$ cat src/hw/rtl/msre_pkg.sv
// Shared constants, codes and controller/datapath interface types of the register engine.
package msre_pkg;

    // Store sizes
    localparam int HOLDING_COUNT = 64;
    localparam int INPUT_COUNT   = 64;
    localparam int COIL_COUNT    = 200;
    localparam int FRAME_BYTES   = 256;
    localparam int RESP_SIZE     = 256;

    localparam int HOLD_AW  = $clog2(HOLDING_COUNT);
    localparam int INPUT_AW = $clog2(INPUT_COUNT);
    localparam int COIL_AW  = $clog2(COIL_COUNT);
    localparam int REQ_AW   = $clog2(FRAME_BYTES);
    localparam int RESP_AW  = $clog2(RESP_SIZE);
    localparam int IDX_W    = 9;

    // Item commands
    typedef enum logic [1:0] {
        CMD_BYTE = 2'd0,
        CMD_LOAD = 2'd1,
        CMD_PULL = 2'd2,
        CMD_NONE = 2'd3
    } cmd_code_t;

    // Function codes
    localparam logic [7:0] FC_READ_COILS     = 8'h01;
    localparam logic [7:0] FC_READ_HOLDING   = 8'h03;
    localparam logic [7:0] FC_READ_INPUT     = 8'h04;
    localparam logic [7:0] FC_WRITE_COIL     = 8'h05;
    localparam logic [7:0] FC_WRITE_REG      = 8'h06;
    localparam logic [7:0] FC_WRITE_COILS    = 8'h0F;
    localparam logic [7:0] FC_WRITE_REGS     = 8'h10;

    // Exception codes and limits
    localparam logic [7:0]  EXC_ADDRESS    = 8'd2;
    localparam logic [7:0]  EXC_VALUE      = 8'd3;
    localparam logic [7:0]  EXC_FLAG       = 8'h80;
    localparam logic [15:0] COIL_ON_WORD   = 16'hFF00;
    localparam logic [15:0] MAX_READ_REGS  = 16'd125;
    localparam logic [15:0] MAX_WRITE_REGS = 16'd123;
    localparam logic [15:0] MAX_COILS      = 16'd2000;

    // Datapath operations issued by the controller
    typedef enum logic [3:0] {
        OP_NONE,
        OP_HDR_RD,
        OP_HDR_CAP,
        OP_DECIDE,
        OP_FIX,
        OP_MR_RDH,
        OP_MR_RDL,
        OP_MR_WR,
        OP_MC_RD,
        OP_MC_WR,
        OP_RW_RD,
        OP_RW_HI,
        OP_RW_LO,
        OP_RC_RD,
        OP_RC_ACC,
        OP_DONE
    } dp_op_t;

    // Frame handling plan chosen at decode
    typedef enum logic [2:0] {
        PL_NONE,
        PL_FIX,
        PL_MR,
        PL_MC,
        PL_RW,
        PL_RC
    } plan_t;

    typedef struct packed {
        logic   store_byte;
        logic   load_input;
        logic   pull;
        dp_op_t op;
    } dp_cmd_t;

    typedef struct packed {
        plan_t plan;
        logic  hdr_last;
        logic  fix_last;
        logic  item_last;
        logic  rc_last;
    } dp_stat_t;

endpackage

$ cat src/hw/rtl/msre_ctrl.sv
// Controller state machine of the register engine: accepts items and sequences frame handling.
module msre_ctrl
    import msre_pkg::*;
(
    input  logic       clk,
    input  logic       rst_n,
    input  logic       start,
    input  logic [1:0] command,
    input  logic       frame_end,
    output logic       busy,
    output dp_cmd_t    cmd,
    input  dp_stat_t   stat
);

    typedef enum logic [3:0] {
        S_IDLE,
        S_HDR_RD,
        S_HDR_CAP,
        S_DECIDE,
        S_FIX,
        S_MR_RDH,
        S_MR_RDL,
        S_MR_WR,
        S_MC_RD,
        S_MC_WR,
        S_RW_RD,
        S_RW_HI,
        S_RW_LO,
        S_RC_RD,
        S_RC_ACC,
        S_DONE
    } state_t;

    state_t state_reg;
    state_t state_next;
    plan_t  plan_reg;
    plan_t  plan_next;
    logic   accept;

    assign busy   = (state_reg != S_IDLE);
    assign accept = start && !busy;

    // Item commands to the datapath
    assign cmd.store_byte = accept && (command == CMD_BYTE);
    assign cmd.load_input = accept && (command == CMD_LOAD);
    assign cmd.pull       = accept && (command == CMD_PULL);

    always_comb
    begin
        case (state_reg)
            S_HDR_RD:  cmd.op = OP_HDR_RD;
            S_HDR_CAP: cmd.op = OP_HDR_CAP;
            S_DECIDE:  cmd.op = OP_DECIDE;
            S_FIX:     cmd.op = OP_FIX;
            S_MR_RDH:  cmd.op = OP_MR_RDH;
            S_MR_RDL:  cmd.op = OP_MR_RDL;
            S_MR_WR:   cmd.op = OP_MR_WR;
            S_MC_RD:   cmd.op = OP_MC_RD;
            S_MC_WR:   cmd.op = OP_MC_WR;
            S_RW_RD:   cmd.op = OP_RW_RD;
            S_RW_HI:   cmd.op = OP_RW_HI;
            S_RW_LO:   cmd.op = OP_RW_LO;
            S_RC_RD:   cmd.op = OP_RC_RD;
            S_RC_ACC:  cmd.op = OP_RC_ACC;
            S_DONE:    cmd.op = OP_DONE;
            default:   cmd.op = OP_NONE;
        endcase
    end

    // Next state
    always_comb
    begin
        state_next = state_reg;
        plan_next  = plan_reg;
        case (state_reg)
            S_IDLE:
            begin
                if (accept && command == CMD_BYTE && frame_end)
                    state_next = S_HDR_RD;
            end
            S_HDR_RD:  state_next = S_HDR_CAP;
            S_HDR_CAP: state_next = stat.hdr_last ? S_DECIDE : S_HDR_RD;
            S_DECIDE:
            begin
                plan_next = stat.plan;
                case (stat.plan)
                    PL_MR:   state_next = S_MR_RDH;
                    PL_MC:   state_next = S_MC_RD;
                    PL_NONE: state_next = S_DONE;
                    default: state_next = S_FIX;
                endcase
            end
            S_FIX:
            begin
                if (stat.fix_last)
                begin
                    case (plan_reg)
                        PL_RW:   state_next = S_RW_RD;
                        PL_RC:   state_next = S_RC_RD;
                        default: state_next = S_DONE;
                    endcase
                end
            end
            S_MR_RDH:  state_next = S_MR_RDL;
            S_MR_RDL:  state_next = S_MR_WR;
            S_MR_WR:   state_next = stat.item_last ? S_FIX : S_MR_RDH;
            S_MC_RD:   state_next = S_MC_WR;
            S_MC_WR:   state_next = stat.item_last ? S_FIX : S_MC_RD;
            S_RW_RD:   state_next = S_RW_HI;
            S_RW_HI:   state_next = S_RW_LO;
            S_RW_LO:   state_next = stat.item_last ? S_DONE : S_RW_RD;
            S_RC_RD:   state_next = S_RC_ACC;
            S_RC_ACC:  state_next = stat.rc_last ? S_DONE : S_RC_RD;
            S_DONE:    state_next = S_IDLE;
            default:   state_next = S_IDLE;
        endcase
    end

    // Hold state and plan
    always_ff @(posedge clk or negedge rst_n)
    begin
        if (!rst_n)
        begin
            state_reg <= S_IDLE;
            plan_reg  <= PL_NONE;
        end
        else
        begin
            state_reg <= state_next;
            plan_reg  <= plan_next;
        end
    end

endmodule

$ cat config.mk
export PLATFORM = sky130hd
export DESIGN_NAME = msre_ctrl
export DESIGN_NICKNAME = d
export VERILOG_FILES = /design/src/hw/rtl/msre_pkg.sv /design/src/hw/rtl/msre_ctrl.sv
export SDC_FILE = /design/constraint.sdc
export NUM_CORES = 1
export LEC_CHECK = 0
export BUFFER_PORTS_ARGS = -buffer_cell sky130_fd_sc_hd__buf_2
export CAP_MARGIN = 20
export CORE_AREA = 3 3 40 42
export DETAILED_ROUTE_END_ITERATION = 7
export DIE_AREA = 0 0 43 45
export PLACE_DENSITY = 0.71
export SYNTH_ARGS = -nofsm -noshare
export SYNTH_HDL_FRONTEND = slang
export SYNTH_SLANG_ARGS = --single-unit
$ cat constraint.sdc
create_clock -name clk -period 3.9 [get_ports clk]
set_clock_uncertainty 0.05 [all_clocks]
set_input_delay 0.195 -clock clk [delete_from_list [all_inputs] [get_ports clk]]
set_output_delay 0.195 -clock clk [all_outputs]
set_load 0.01 [all_outputs]
==> flow_summary.yaml <==
pwr:
  p_leak_nw: 0.2983
  p_total_mw: 0.4777
  ir_drop_mv: 0.3872
  p_per_area_mw_per_mm2: 681.8
grt:
  antenna_found_initial: 0
  grt_pass1_wl_mm: 2.028
  grt_usage: 0.1402
  overflow: 0
  grt_pass1_vias: 490
  grt_max_degree: 15
die:
  start_util: 0.4479
  core.rowCount: 13
  die_y_um: 45
  ios: 21
  die_w_um: 43
  die_area_mm2: 0.001935
  coreArea_mm2: 0.001285
clock_network:
  htreeDepth: 1
  cts_made_buffers: 3
  clk_pin_slew_worst_paths_ns: 0.05
  clk_path_buf_depth: 2
  cts_tree: "yes"
  post_cts_resized: 0
  cts.sinks: 7
  cts-root-buf: "clkbuf_4"
  clock_latency_ns: 0.24
detailed_routing:
  drtAntennaViolNets: 0
  firstDrtPassIters: 2
  avgRoutedWirePerCell_um: 12.33
  drc: 0
  vias: 542
  viasPerCell: 5.531
  first_iter_violations: 4
  drt_wl_total_mm: 1.208
cells_and_area:
  syn_to_final_growth_pct: 21.74
  layout-drive-gt1-share: 0.3855
  final_util: 0.5453
  largest_register_ffs: 4
  final_nets: 97
  antenna_cells: 0
min_path:
  hp-start: "frame_end"
  hold_depth: 3
  min_to: "state_reg[0]"
  min_path_type: "in -> reg"
timing:
  tns_ns: 0
  setup_viol: 0
  period_minus_slack_ns: 2.040
  max_freq_ghz: 0.4902
  fin_crit_sh: 0.5231
  hold_violations: 0
  slew_headroom: 0.7336
  tightestPinTransition_ns: 0.3996
  rsz0062_at_grt: "false"
  drv_slew: 0
placement:
  hpwlAfterDp_um: 974.3
  numPortBuffers: 20
  gp_routability_congestion: 0.7889
logic_synthesis:
  netlist_area_um2: 575.6
  synth_seq_area_share: 0.3043
  synthFlopType: "dfrtp_1"
  syn_nets: 76
  ys_warn_count: 0
  synth_common_cells: "7 x dfrtp_1, 6 x nand2_1, 4 x nor2_1"
  synth-seq-cells: 7
  ys_top_cells_by_area: "dfrtp_1 30%, mux2_2 5.9%, nor4b_4 4.1%"
  synth_edf_count: 0
  synth.most_common_cell: "dfrtp_1"
  async_flop_share: 1.000
  synth.distinct_cells: 36
  avgSynthCellArea_um2: 9.136
  yosysTopAreaCell: "dfrtp_1"
  synth_top_area_share: 0.3043
  syn_inst: 63
worst_setup_path:
  required_ns: 3.65
  rr_endpoint: "plan_reg[2]"
  cp.arrival_ns: 1.80
  reg2reg_depth: 2
  cp-end-kind: "output port"
  path_class: "reg -> out"
  cp_max_fo: 14
  r2r_slack_ns: 2.41
  start_kind: "register"
  r2r-start: "state_reg[2]"
status:
  status: "finished clean"
run:
  cap_violations: 0
## kinds of logic after synthesis
family,synth area share
simple gates,0.3761
buf+inv,0.06521
xor+xnor,0.03044
compound gates,0.1652
mux,0.05869
flops,0.3044
## timing repair
action / CTS / global route
hold buffers: 1 / 0
endpoints found under the setup margin: 0 / 0
setup buffers: 0 / 0
endpoints found under the hold margin: 7 / 0
## metal layers
layer | routed length [um] | part of all wire | global-route usage
met1 | 504 | 0.42 | 0.1556
met2 | 596 | 0.49 | 0.2515
met3 | 96 | 0.079 | 0.04382
met4 | 10 | 0.0083 | 0.05422
met5 | 0 | 0 | 0
## layout by cell type, fill, tap and decap left out, types with 2 or more instances in the layout
| master | count |
|---|---|
| nor2_1 | 4 |
| buf_2 | 20 |
| nand4_1 | 2 |
| xnor2_1 | 2 |
| o21ai_0 | 2 |
| mux2_2 | 3 |
| clkbuf_4 | 3 |
| nand3b_1 | 3 |
| nor3_1 | 2 |
| inv_1 | 2 |
| a21oi_1 | 3 |
| nand2_1 | 6 |
| dfrtp_1 | 7 |
## final cells by class
class | instances | area (um^2)
flip-flops and latches | 7 | 175.2
fillers | 120 | 584.3
repair buffers | 21 | 110.1
clock buffers | 4 | 26.28
well taps | 15 | 18.77
inverters | 2 | 7.507
multi-input cells | 49 | 362.8
## per-stage QoR
step	hold slack, ns	worst slack [ns]	std cells	cell area, um^2
3_5_place_dp	-0.01670	2.129	93	664.4
3_3_place_gp	-0.01652	2.159	93	664.4
4_1_cts	0.1559	1.860	98	700.7
5_1_grt	0.1589	1.757	98	700.7
2_1_floorplan	-0.1506	2.170	63	575.6
6_report	0.1556	1.860	98	700.7
## where the power goes
| part | switching [mW] | internal, mW |
|---|---|---|
| clock | 0.0235 | 0.0388 |
| combinational | 0.102 | 0.131 |
| sequential | 0.0732 | 0.109 |
## worst max-delay path: stages (launching register included)
cell and delay [ns]:
dfrtp_1 0.52, or2_4 0.30, or3_4 0.36, nor4b_4 0.21
buf_2 0.16
## worst max path at each step
stage,start,cells after the start,endpoint
4_1_cts,state_reg[2],4,cmd[6]
6_report,state_reg[2],4,cmd[6]
5_1_grt,state_reg[2],4,cmd[6]
3_5_place_dp,state_reg[2],4,cmd[6]
2_1_floorplan,state_reg[3],4,cmd[4]
3_3_place_gp,state_reg[2],4,cmd[6]
No activity file was read; power rests on OpenSTA's default activity.
